`src/rtl/blc_pkg.sv`:
```
// blc_pkg: shared types and constants of the block buffer cache controller
// no dependencies; used by every module in rtl/
package blc_pkg;

  localparam int NUM_BUFFERS = 16;
  localparam int BLOCK_BITS  = 24;

  // internal buffer number and free count widths
  localparam int BUF_W = (NUM_BUFFERS > 1) ? $clog2(NUM_BUFFERS) : 1;
  localparam int CNT_W = $clog2(NUM_BUFFERS + 1);

  // fixed field widths of the request and result words
  localparam int OP_W       = 3;
  localparam int BLK_FW     = 24;
  localparam int IDX_FW     = 4;
  localparam int KIND_W     = 2;

  typedef enum logic [OP_W-1:0] {
    OP_GET     = 3'd0,
    OP_READ    = 3'd1,
    OP_WRITE   = 3'd2,
    OP_DWRITE  = 3'd3,
    OP_RELEASE = 3'd4,
    OP_FLUSH   = 3'd5
  } blc_op_e;

  typedef enum logic [KIND_W-1:0] {
    KIND_WRITE  = 2'd0,
    KIND_READ   = 2'd1,
    KIND_ANSWER = 2'd2
  } blc_kind_e;

  typedef enum logic [4:0] {
    ST_IDLE  = 5'b00001,
    ST_EXEC  = 5'b00010,
    ST_RDCMD = 5'b00100,
    ST_FLUSH = 5'b01000,
    ST_ANS   = 5'b10000
  } blc_state_e;

  typedef struct packed {
    logic [OP_W-1:0]   operation;
    logic [BLK_FW-1:0] block_number;
    logic [IDX_FW-1:0] buffer_index;
  } blc_req_t;

  typedef struct packed {
    blc_kind_e         kind;
    logic [IDX_FW-1:0] buffer_slot;
    logic [BLK_FW-1:0] disk_block;
    logic              hit;
    logic              none_free;
    logic              last;
  } blc_res_t;

  // broadcast update for the buffer cells, applied by the selected cell
  typedef struct packed {
    logic [BLOCK_BITS-1:0] key;
    logic                  set_tag;
    logic                  set_valid;
    logic                  set_dirty;
    logic                  clr_dirty;
    logic                  set_done;
    logic                  clr_done;
    logic                  set_onl;
    logic                  clr_onl;
  } blc_cell_cmd_t;

  typedef struct packed {
    logic [BLOCK_BITS-1:0] tag;
    logic                  valid;
    logic                  dirty;
    logic                  done;
    logic                  onl;
    logic                  match;
  } blc_cell_stat_t;

  // free list chain control
  typedef struct packed {
    logic             remove_en;
    logic [BUF_W-1:0] remove_buf;
    logic             append_en;
    logic [BUF_W-1:0] append_buf;
    logic [CNT_W-1:0] cnt;
  } blc_fl_cmd_t;

endpackage

```
`src/rtl/blc_buf_cell.sv`:
```
// blc_buf_cell: metadata of one buffer (tag, valid, dirty, done, on-list)
// depends on blc_pkg; priority chains pass to the next cell
module blc_buf_cell import blc_pkg::*; (
  input  logic           clk_i,
  input  logic           rst_ni,
  input  blc_cell_cmd_t  cmd_i,
  input  logic           sel_i,
  input  logic           match_seen_i,
  output logic           match_seen_o,
  input  logic           dirty_seen_i,
  output logic           dirty_seen_o,
  output logic           match_pick_o,
  output logic           dirty_pick_o,
  output blc_cell_stat_t stat_o
);

  logic [BLOCK_BITS-1:0] tag_q;
  logic valid_q, dirty_q, done_q, onl_q;
  logic match;

  assign match        = valid_q && (tag_q == cmd_i.key);
  assign match_pick_o = match && !match_seen_i;
  assign match_seen_o = match_seen_i || match;
  assign dirty_pick_o = dirty_q && !dirty_seen_i;
  assign dirty_seen_o = dirty_seen_i || dirty_q;

  always_ff @(posedge clk_i or negedge rst_ni) begin
    if (!rst_ni) begin
      tag_q   <= '0;
      valid_q <= 1'b0;
      dirty_q <= 1'b0;
      done_q  <= 1'b0;
      onl_q   <= 1'b1;
    end else if (sel_i) begin
      if (cmd_i.set_tag)   tag_q   <= cmd_i.key;
      if (cmd_i.set_valid) valid_q <= 1'b1;
      if (cmd_i.set_dirty) dirty_q <= 1'b1;
      if (cmd_i.clr_dirty) dirty_q <= 1'b0;
      if (cmd_i.set_done)  done_q  <= 1'b1;
      if (cmd_i.clr_done)  done_q  <= 1'b0;
      if (cmd_i.set_onl)   onl_q   <= 1'b1;
      if (cmd_i.clr_onl)   onl_q   <= 1'b0;
    end
  end

  assign stat_o = '{tag: tag_q, valid: valid_q, dirty: dirty_q, done: done_q,
                    onl: onl_q, match: match};

endmodule

```
`src/rtl/blc_free_cell.sv`:
```
// blc_free_cell: one position of the lru free list
// depends on blc_pkg; takes the right neighbor's entry when the list closes up
module blc_free_cell import blc_pkg::*; (
  input  logic             clk_i,
  input  logic             rst_ni,
  input  logic [BUF_W-1:0] cell_idx_i,
  input  blc_fl_cmd_t      cmd_i,
  input  logic             seen_i,
  output logic             seen_o,
  input  logic [BUF_W-1:0] next_ent_i,
  output logic [BUF_W-1:0] ent_o
);

  logic [BUF_W-1:0] ent_q, ent_d;
  logic             in_list, hit_here;

  assign in_list  = CNT_W'(cell_idx_i) < cmd_i.cnt;
  assign hit_here = cmd_i.remove_en && in_list && (ent_q == cmd_i.remove_buf);
  assign seen_o   = seen_i || hit_here;

  always_comb begin
    ent_d = ent_q;
    if (cmd_i.remove_en && seen_o) begin
      ent_d = next_ent_i;
    end else if (cmd_i.append_en && (CNT_W'(cell_idx_i) == cmd_i.cnt)) begin
      ent_d = cmd_i.append_buf;
    end
  end

  always_ff @(posedge clk_i or negedge rst_ni) begin
    if (!rst_ni) begin
      ent_q <= cell_idx_i;
    end else begin
      ent_q <= ent_d;
    end
  end

  assign ent_o = ent_q;

endmodule

```
`src/rtl/block_buffer_cache_lru_top.sv`:
```
// block_buffer_cache_lru_top: buffer cache metadata controller, lru free list
// depends on blc_pkg, blc_buf_cell, blc_free_cell
//
//  channel   ports                     handshake             word
//  request   start, busy, req_i        start && !busy        blc_req_t
//  result    res_valid_o, res_o        res_valid_o, no stall blc_res_t
//
// steps: accept, execute, a disk read or flush step where needed, then answer
//   get/release/write: execute, then answer; the answer is registered and shows once the block is idle
//   read with a disk read: a disk read step before the answer; a miss write-back goes out of the execute step
//   flush: execute, a flush step per dirty buffer, a flush step that finds none left, answer
// the tag compare over all buffer cells and the free list close-up run in the
//   execute cycle; flush walks the dirty marks one buffer per cycle
// reset: valid, dirty and done marks clear, every buffer on the free list in order, count full
// the receiver cannot stall: each result word is shown for one cycle only
module block_buffer_cache_lru_top import blc_pkg::*; (
  input  logic     clk_i,
  input  logic     rst_ni,
  input  logic     start,
  output logic     busy,
  input  blc_req_t req_i,
  output logic     res_valid_o,
  output blc_res_t res_o
);

  blc_state_e state_q, state_d;
  blc_req_t   req_q;

  logic [BUF_W-1:0]  buf_q, buf_d;
  logic              rd_need_q, rd_need_d;
  logic [IDX_FW-1:0] ans_slot_q, ans_slot_d;
  logic              ans_hit_q, ans_hit_d;
  logic              ans_nf_q, ans_nf_d;
  logic [CNT_W-1:0]  cnt_q, cnt_d;
  blc_res_t          res_q, res_d;
  logic              res_valid_q, res_valid_d;

  // cell array wiring
  blc_cell_cmd_t          cmd;
  logic [NUM_BUFFERS-1:0] sel;
  blc_cell_stat_t         stat [NUM_BUFFERS];
  logic [NUM_BUFFERS:0]   match_seen, dirty_seen, fl_seen;
  logic [NUM_BUFFERS-1:0] match_pick, dirty_pick, match_raw, onl_vec;
  blc_fl_cmd_t            fl_cmd;
  logic [BUF_W-1:0]       fl_ent [NUM_BUFFERS+1];

  logic [BUF_W-1:0] hit_idx, dirty_idx, b_sel, head;
  logic             hit_any, dirty_any, idx_ok;

  assign match_seen[0] = 1'b0;
  assign dirty_seen[0] = 1'b0;
  assign fl_seen[0]    = 1'b0;
  // the last list cell closes up onto itself
  assign fl_ent[NUM_BUFFERS] = fl_ent[NUM_BUFFERS-1];

  for (genvar k = 0; k < NUM_BUFFERS; k++) begin : g_cells
    blc_buf_cell u_buf (
      .clk_i        (clk_i),
      .rst_ni       (rst_ni),
      .cmd_i        (cmd),
      .sel_i        (sel[k]),
      .match_seen_i (match_seen[k]),
      .match_seen_o (match_seen[k+1]),
      .dirty_seen_i (dirty_seen[k]),
      .dirty_seen_o (dirty_seen[k+1]),
      .match_pick_o (match_pick[k]),
      .dirty_pick_o (dirty_pick[k]),
      .stat_o       (stat[k])
    );

    blc_free_cell u_free (
      .clk_i      (clk_i),
      .rst_ni     (rst_ni),
      .cell_idx_i (BUF_W'(k)),
      .cmd_i      (fl_cmd),
      .seen_i     (fl_seen[k]),
      .seen_o     (fl_seen[k+1]),
      .next_ent_i (fl_ent[k+1]),
      .ent_o      (fl_ent[k])
    );

    assign match_raw[k] = stat[k].match;
    assign onl_vec[k]   = stat[k].onl;
  end

  assign hit_any   = match_seen[NUM_BUFFERS];
  assign dirty_any = dirty_seen[NUM_BUFFERS];
  assign head      = fl_ent[0];

  // one-hot picks to buffer numbers
  always_comb begin
    hit_idx   = '0;
    dirty_idx = '0;
    for (int k = 0; k < NUM_BUFFERS; k++) begin
      if (match_pick[k]) hit_idx = hit_idx | BUF_W'(k);
      if (dirty_pick[k]) dirty_idx = dirty_idx | BUF_W'(k);
    end
  end

  assign idx_ok = int'(req_q.buffer_index) < NUM_BUFFERS;

  assign busy = (state_q != ST_IDLE);

  always_comb begin
    state_d     = state_q;
    buf_d       = buf_q;
    rd_need_d   = rd_need_q;
    ans_slot_d  = ans_slot_q;
    ans_hit_d   = ans_hit_q;
    ans_nf_d    = ans_nf_q;
    cnt_d       = cnt_q;
    res_d       = '0;
    res_valid_d = 1'b0;
    b_sel       = '0;

    cmd         = '0;
    cmd.key     = BLOCK_BITS'(req_q.block_number);
    sel         = '0;
    fl_cmd      = '0;
    fl_cmd.cnt  = cnt_q;

    case (state_q)
      ST_IDLE: begin
        if (start) state_d = ST_EXEC;
      end

      ST_EXEC: begin
        ans_slot_d = '0;
        ans_hit_d  = 1'b0;
        ans_nf_d   = 1'b0;
        rd_need_d  = 1'b0;
        state_d    = ST_ANS;
        case (req_q.operation)
          OP_GET, OP_READ: begin
            if (hit_any) begin
              // hit: pull the buffer off the free list if it sits there
              b_sel = hit_idx;
              sel   = NUM_BUFFERS'(1) << b_sel;
              if (stat[b_sel].onl) begin
                fl_cmd.remove_en  = 1'b1;
                fl_cmd.remove_buf = b_sel;
                cmd.clr_onl       = 1'b1;
                cnt_d             = cnt_q - CNT_W'(1);
              end
              rd_need_d  = (req_q.operation == OP_READ) &&
                           !stat[b_sel].done && !stat[b_sel].dirty;
              ans_slot_d = IDX_FW'(b_sel);
              ans_hit_d  = 1'b1;
            end else if (cnt_q == '0) begin
              ans_nf_d = 1'b1;
            end else begin
              // miss: reuse the lru head, writing its old block back if dirty
              b_sel             = head;
              sel               = NUM_BUFFERS'(1) << b_sel;
              fl_cmd.remove_en  = 1'b1;
              fl_cmd.remove_buf = b_sel;
              cnt_d             = cnt_q - CNT_W'(1);
              cmd.clr_onl       = 1'b1;
              cmd.set_tag       = 1'b1;
              cmd.set_valid     = 1'b1;
              cmd.clr_dirty     = 1'b1;
              cmd.clr_done      = 1'b1;
              if (stat[b_sel].valid && stat[b_sel].dirty) begin
                res_valid_d       = 1'b1;
                res_d.kind        = KIND_WRITE;
                res_d.buffer_slot = IDX_FW'(b_sel);
                res_d.disk_block  = BLK_FW'(stat[b_sel].tag);
              end
              rd_need_d  = (req_q.operation == OP_READ);
              ans_slot_d = IDX_FW'(b_sel);
            end
            buf_d = b_sel;
            if (rd_need_d) state_d = ST_RDCMD;
          end

          OP_WRITE, OP_DWRITE, OP_RELEASE: begin
            ans_slot_d = req_q.buffer_index;
            if (idx_ok) begin
              b_sel = BUF_W'(req_q.buffer_index);
              sel   = NUM_BUFFERS'(1) << b_sel;
              if (stat[b_sel].valid) begin
                if (req_q.operation == OP_WRITE) begin
                  cmd.clr_dirty     = 1'b1;
                  cmd.set_done      = 1'b1;
                  res_valid_d       = 1'b1;
                  res_d.kind        = KIND_WRITE;
                  res_d.buffer_slot = IDX_FW'(b_sel);
                  res_d.disk_block  = BLK_FW'(stat[b_sel].tag);
                end else if (req_q.operation == OP_DWRITE) begin
                  cmd.set_dirty = 1'b1;
                  cmd.set_done  = 1'b1;
                end
              end
              // release to the tail of the lru list
              if (!stat[b_sel].onl) begin
                cmd.set_onl       = 1'b1;
                fl_cmd.append_en  = 1'b1;
                fl_cmd.append_buf = b_sel;
                cnt_d             = cnt_q + CNT_W'(1);
              end
            end
          end

          OP_FLUSH: begin
            state_d = ST_FLUSH;
          end

          default: begin
            state_d = ST_ANS;
          end
        endcase
      end

      ST_RDCMD: begin
        sel               = NUM_BUFFERS'(1) << buf_q;
        cmd.set_done      = 1'b1;
        res_valid_d       = 1'b1;
        res_d.kind        = KIND_READ;
        res_d.buffer_slot = IDX_FW'(buf_q);
        res_d.disk_block  = BLK_FW'(stat[buf_q].tag);
        state_d           = ST_ANS;
      end

      ST_FLUSH: begin
        // lowest dirty buffer first, one per cycle
        if (dirty_any) begin
          sel           = dirty_pick;
          cmd.clr_dirty = 1'b1;
          cmd.set_done  = 1'b1;
          if (stat[dirty_idx].valid) begin
            res_valid_d       = 1'b1;
            res_d.kind        = KIND_WRITE;
            res_d.buffer_slot = IDX_FW'(dirty_idx);
            res_d.disk_block  = BLK_FW'(stat[dirty_idx].tag);
          end
        end else begin
          state_d = ST_ANS;
        end
      end

      ST_ANS: begin
        res_valid_d       = 1'b1;
        res_d.kind        = KIND_ANSWER;
        res_d.buffer_slot = ans_slot_q;
        res_d.hit         = ans_hit_q;
        res_d.none_free   = ans_nf_q;
        res_d.last        = 1'b1;
        state_d           = ST_IDLE;
      end

      default: begin
        state_d = ST_IDLE;
      end
    endcase
  end

  always_ff @(posedge clk_i or negedge rst_ni) begin
    if (!rst_ni) begin
      state_q     <= ST_IDLE;
      cnt_q       <= CNT_W'(NUM_BUFFERS);
      res_valid_q <= 1'b0;
      rd_need_q   <= 1'b0;
    end else begin
      state_q     <= state_d;
      cnt_q       <= cnt_d;
      res_valid_q <= res_valid_d;
      rd_need_q   <= rd_need_d;
    end
  end

  // payload registers
  always_ff @(posedge clk_i) begin
    if (start && !busy) req_q <= req_i;
    buf_q      <= buf_d;
    ans_slot_q <= ans_slot_d;
    ans_hit_q  <= ans_hit_d;
    ans_nf_q   <= ans_nf_d;
    res_q      <= res_d;
  end

  assign res_valid_o = res_valid_q;
  assign res_o       = res_q;

  // free count always matches the on-list marks
  a_cnt_onl: assert property (@(posedge clk_i) disable iff (!rst_ni)
    $countones(onl_vec) == int'(cnt_q))
    else $error("free count and on-list marks disagree");

  // a block is mapped by at most one valid buffer
  a_tag_unique: assert property (@(posedge clk_i) disable iff (!rst_ni)
    $onehot0(match_raw))
    else $error("duplicate valid tag");

  // the answer closes a request: the controller is idle when it shows
  a_last_idle: assert property (@(posedge clk_i) disable iff (!rst_ni)
    res_valid_o && res_o.last |-> state_q == ST_IDLE)
    else $error("answer shown while busy");

  // commands only appear while the request is still in progress
  a_cmd_busy: assert property (@(posedge clk_i) disable iff (!rst_ni)
    res_valid_o && !res_o.last |-> busy)
    else $error("command outside a request");

  // an accepted request goes straight to execution
  a_accept: assert property (@(posedge clk_i) disable iff (!rst_ni)
    start && !busy |=> state_q == ST_EXEC)
    else $error("accepted request not executed");

endmodule

```
`config.mk`:
```
export PLATFORM = sky130hd
export DESIGN_NAME = block_buffer_cache_lru_top
export DESIGN_NICKNAME = d
export VERILOG_FILES = /design/src/rtl/blc_pkg.sv /design/src/rtl/blc_buf_cell.sv /design/src/rtl/blc_free_cell.sv /design/src/rtl/block_buffer_cache_lru_top.sv
export SDC_FILE = /design/constraint.sdc
export NUM_CORES = 2
export LEC_CHECK = 0
export BUFFER_PORTS_ARGS = -buffer_cell sky130_fd_sc_hd__buf_2
export CAP_MARGIN = 20
export CORE_MARGIN = 5
export CORE_UTILIZATION = 45
export CTS_CLUSTER_SIZE = 40
export DETAILED_ROUTE_END_ITERATION = 6
export SLEW_MARGIN = 40
export SYNTH_ARGS = -nofsm -noshare
export SYNTH_HDL_FRONTEND = slang
export SYNTH_SLANG_ARGS = --single-unit
```
`constraint.sdc`:
```
create_clock -name clk_i -period 7.35 [get_ports clk_i]
set_input_delay 0.735 -clock clk_i [delete_from_list [all_inputs] [get_ports clk_i]]
set_output_delay 0.735 -clock clk_i [all_outputs]
set_load 0.05 [all_outputs]
```
==> flow_metrics.tcl <==
set metrics [dict create \
    area_delta_synth_final_pct 12.0 \
    hp-class "in -> async" \
    crit_arrival_ps 7420 \
    synth_nets 4265 \
    layout_common_cells "nand2_1, dfrtp_1, mux2_2" \
    critPathLaunchType "register" \
    p_per_area_nw_per_um2 248 \
    cts_resized 0 \
    ir_drop_v 0.000211 \
    htree_levels 3 \
    dp_hpwl_um 156000 \
    hold_viol 0 \
    vias 40364 \
    period_needed_ps 6870 \
    clockBufferDepth 3 \
    drc_errors 0 \
    drive_gt1_share_pct 31.6 \
    grt_start_max_net_pins 123 \
    drt-total-wl_um 216000 \
    grt_usage_pct 39.7 \
    grt_use_met2_pct 55.8 \
    grt_pass1_wl_um 301000 \
    cts_setup_buffers 0 \
    drv_cap 0 \
    core_area_um2 98600 \
    die_area_um2 106000 \
    synth_flop_cell "dfrtp_1" \
    synth-seq-cells 597 \
    start_util_pct 45.5 \
    antenna_found_initial 23 \
    gr-usage-met3_pct 13.5 \
    worstPathMaxFanout 18 \
    drv_slew 0 \
    synthCells 4226 \
    cts_tree "yes" \
    nets 4276 \
    rr_endpoint "g_cells[11].u_free.ent_o[2]" \
    place_inst 5445 \
    die_width_um 326 \
    n_fill_cell 8770 \
    tns_ps 0 \
    cts_buffers 75 \
    relSlewSlack_pct 34.4 \
    gp_congestion 1.15 \
    grt_pass1_vias 37692 \
    final_common_cell "nand2_1" \
    status "complete, no violations" \
    rrSetupSlack_ps 480 \
    leakagePower_nw 20.2 \
    io_pins 69 \
    fp.dieH_um 326 \
    reg2reg_depth 20 \
    port_buffers 68 \
    skew_ps 28.9 \
    critPathCaptureType "register" \
    synth.distinct_cells 110 \
    worst_pin_slew_ps 977 \
    rsz0062_at_grt "no" \
    r2r_start "cmd[18]" \
    yosysWarnings 0 \
    cts.root.buffer_cell "clkbuf_16" \
    clkLatencyLatePin_ps 680 \
    syn_area_per_cell_um2 10.6 \
    hold_slack_ps 14.4 \
    synth_area_um2 44800 \
    busiest_layer "met2" \
    synth_edf_count 41 \
    fin_cells 5595 \
    rows 115 \
    clock_sinks 597 \
    ys_seq_area_share_pct 33.6 \
    max_freq_ghz 0.146 \
    cts_hold_buf 0 \
    worstPathRequired_ps 7900 \
    wl_per_cell_um 38.6 \
    first_pass_iters 7 \
    postRouteAntennaNets 0 \
    worstSetupPathType "reg -> reg" \
    clkSlewWorstSetupHoldPaths_ps 60 \
    vias_per_cell 7.21 \
    globalRouteOverflowTotal 0 \
    min_period_over_period_pct 93.4 \
    async_flop_share_pct 87.6 \
    grt_use_met1_pct 55.4 \
    drt_iter0_markers 6315 \
    setup_viol 0 \
]
[synthesized netlist by cell type (68+ instances only)]
| cell | number | area share (%) |
|---|---|---|
| a21oi_1 | 159 | 1.8 |
| a311oi_1 | 100 | 2.0 |
| and3_1 | 68 | 0.95 |
| buf_1 | 68 | 0.57 |
| clkbuf_1 | 229 | 1.9 |
| dfrtp_1 | 473 | 26 |
| inv_1 | 73 | 0.61 |
| mux2_2 | 404 | 10 |
| mux4_2 | 370 | 19 |
| nand2_1 | 557 | 4.7 |
| nand3_1 | 150 | 1.7 |
| nand4_1 | 82 | 1.1 |
| nor2_1 | 154 | 1.3 |
| nor4_1 | 93 | 1.3 |
| o21ai_0 | 75 | 0.84 |
| xnor2_1 | 182 | 3.6 |
| xor2_1 | 250 | 4.9 |
[critical path, cell delays in order (launching register included)]
cell and delay [ps]:
edfxtp_1 740, buf_4 330, xnor2_1 540, nand4_1 160
nor4_1 290, nand4_1 390, nand4_1 350, nor2_1 250
a2bb2oi_4 260, mux2_2 360, a21oi_1 340, a211oi_4 130
buf_4 200, a211oi_2 620, o32ai_1 230, nand4_1 140
and3b_1 180, or3b_4 440, buf_4 190, nor2_2 230
mux2_2 360
[kinds of logic (layout without fill, tap and decap cells)]
group | Yosys count | after routing | share of synthesized area, %
and+or+nand+nor | 1363 | 1363 | 15.2
muxes | 805 | 805 | 29.5
DFF | 597 | 597 | 33.6
AOI/OAI and AO/OA | 569 | 569 | 8.84
buffers and inverters | 455 | 526 | 4.32
xor gates and xnor gates | 432 | 432 | 8.44
adders and majority gates | 5 | 5 | 0.140
other | 0 | 11 | 0
[final cells by class]
class	count	area [um2]	share of cell area, %
clock inverter	24	408	0.812
multi-input combinational	3174	28100	56.1
sequential	597	15100	30.0
clock buffer	113	2220	4.41
tap	1287	1610	3.21
inverter	80	300	0.598
timing repair buffer	309	2450	4.89
antenna	11	27.5	0.0548
[sequential cells by signal, indices dropped and copies added (netlist names)]
| signal | count |
|---|---|
| res_o | 33 |
| cnt_q | 5 |
| g_cells.u_buf.valid_q | 16 |
| g_cells.u_free.ent_o | 64 |
| ans_hit_q | 1 |
| g_cells.u_buf.done_q | 16 |
| g_cells.u_buf.onl_q | 16 |
| res_valid_o | 1 |
| g_cells.u_buf.dirty_q | 16 |
| buf_q | 4 |
| ans_slot_q | 4 |
| state_q | 5 |
| cmd | 24 |
| g_cells.u_buf.tag_q | 384 |
| ans_nf_q | 1 |
| req_q | 7 |
[worst max-delay path by stage]
stage                       start                           to  depth (start not counted)  slack, ps
final                     cmd[18]  g_cells[11].u_free.ent_o[2]                         20        480
after floorplan           cmd[20]  g_cells[14].u_free.ent_o[0]                         19       1920
after global routing      cmd[18]  g_cells[12].u_free.ent_o[1]                         19        360
after CTS                 cmd[18]  g_cells[13].u_free.ent_o[1]                         20        690
after detailed placement  cmd[18]  g_cells[13].u_free.ent_o[1]                         20        740
after global placement     cmd[9]  g_cells[13].u_free.ent_o[1]                         20        720
[power by group]
part	switching, mW	internal, mW	leakage [nW]
sequential	0.563	3.63	7.73
combinational	2.81	1.41	11.2
clock	1.58	2.47	1.27
[routing by layer]
metal,vias to the layer above,wire [um]
li1,15921,-
met1,20502,85300
met2,3195,88400
met3,732,29200
met4,14,13000
met5,-,98
[through the flow]
stage               area (um2)  setup slack, ps  util (%)  power (mW)
detailed placement       47400              736      48.1        8.25
global route             50200              357      50.9        12.7
CTS                      50100              690      50.8        12.3
finish                   50200              482      50.9        12.5
global placement         47200              725      47.9        8.23
floorplan                44800             1920         -        6.40
No activity file was read; power rests on OpenSTA's default activity.
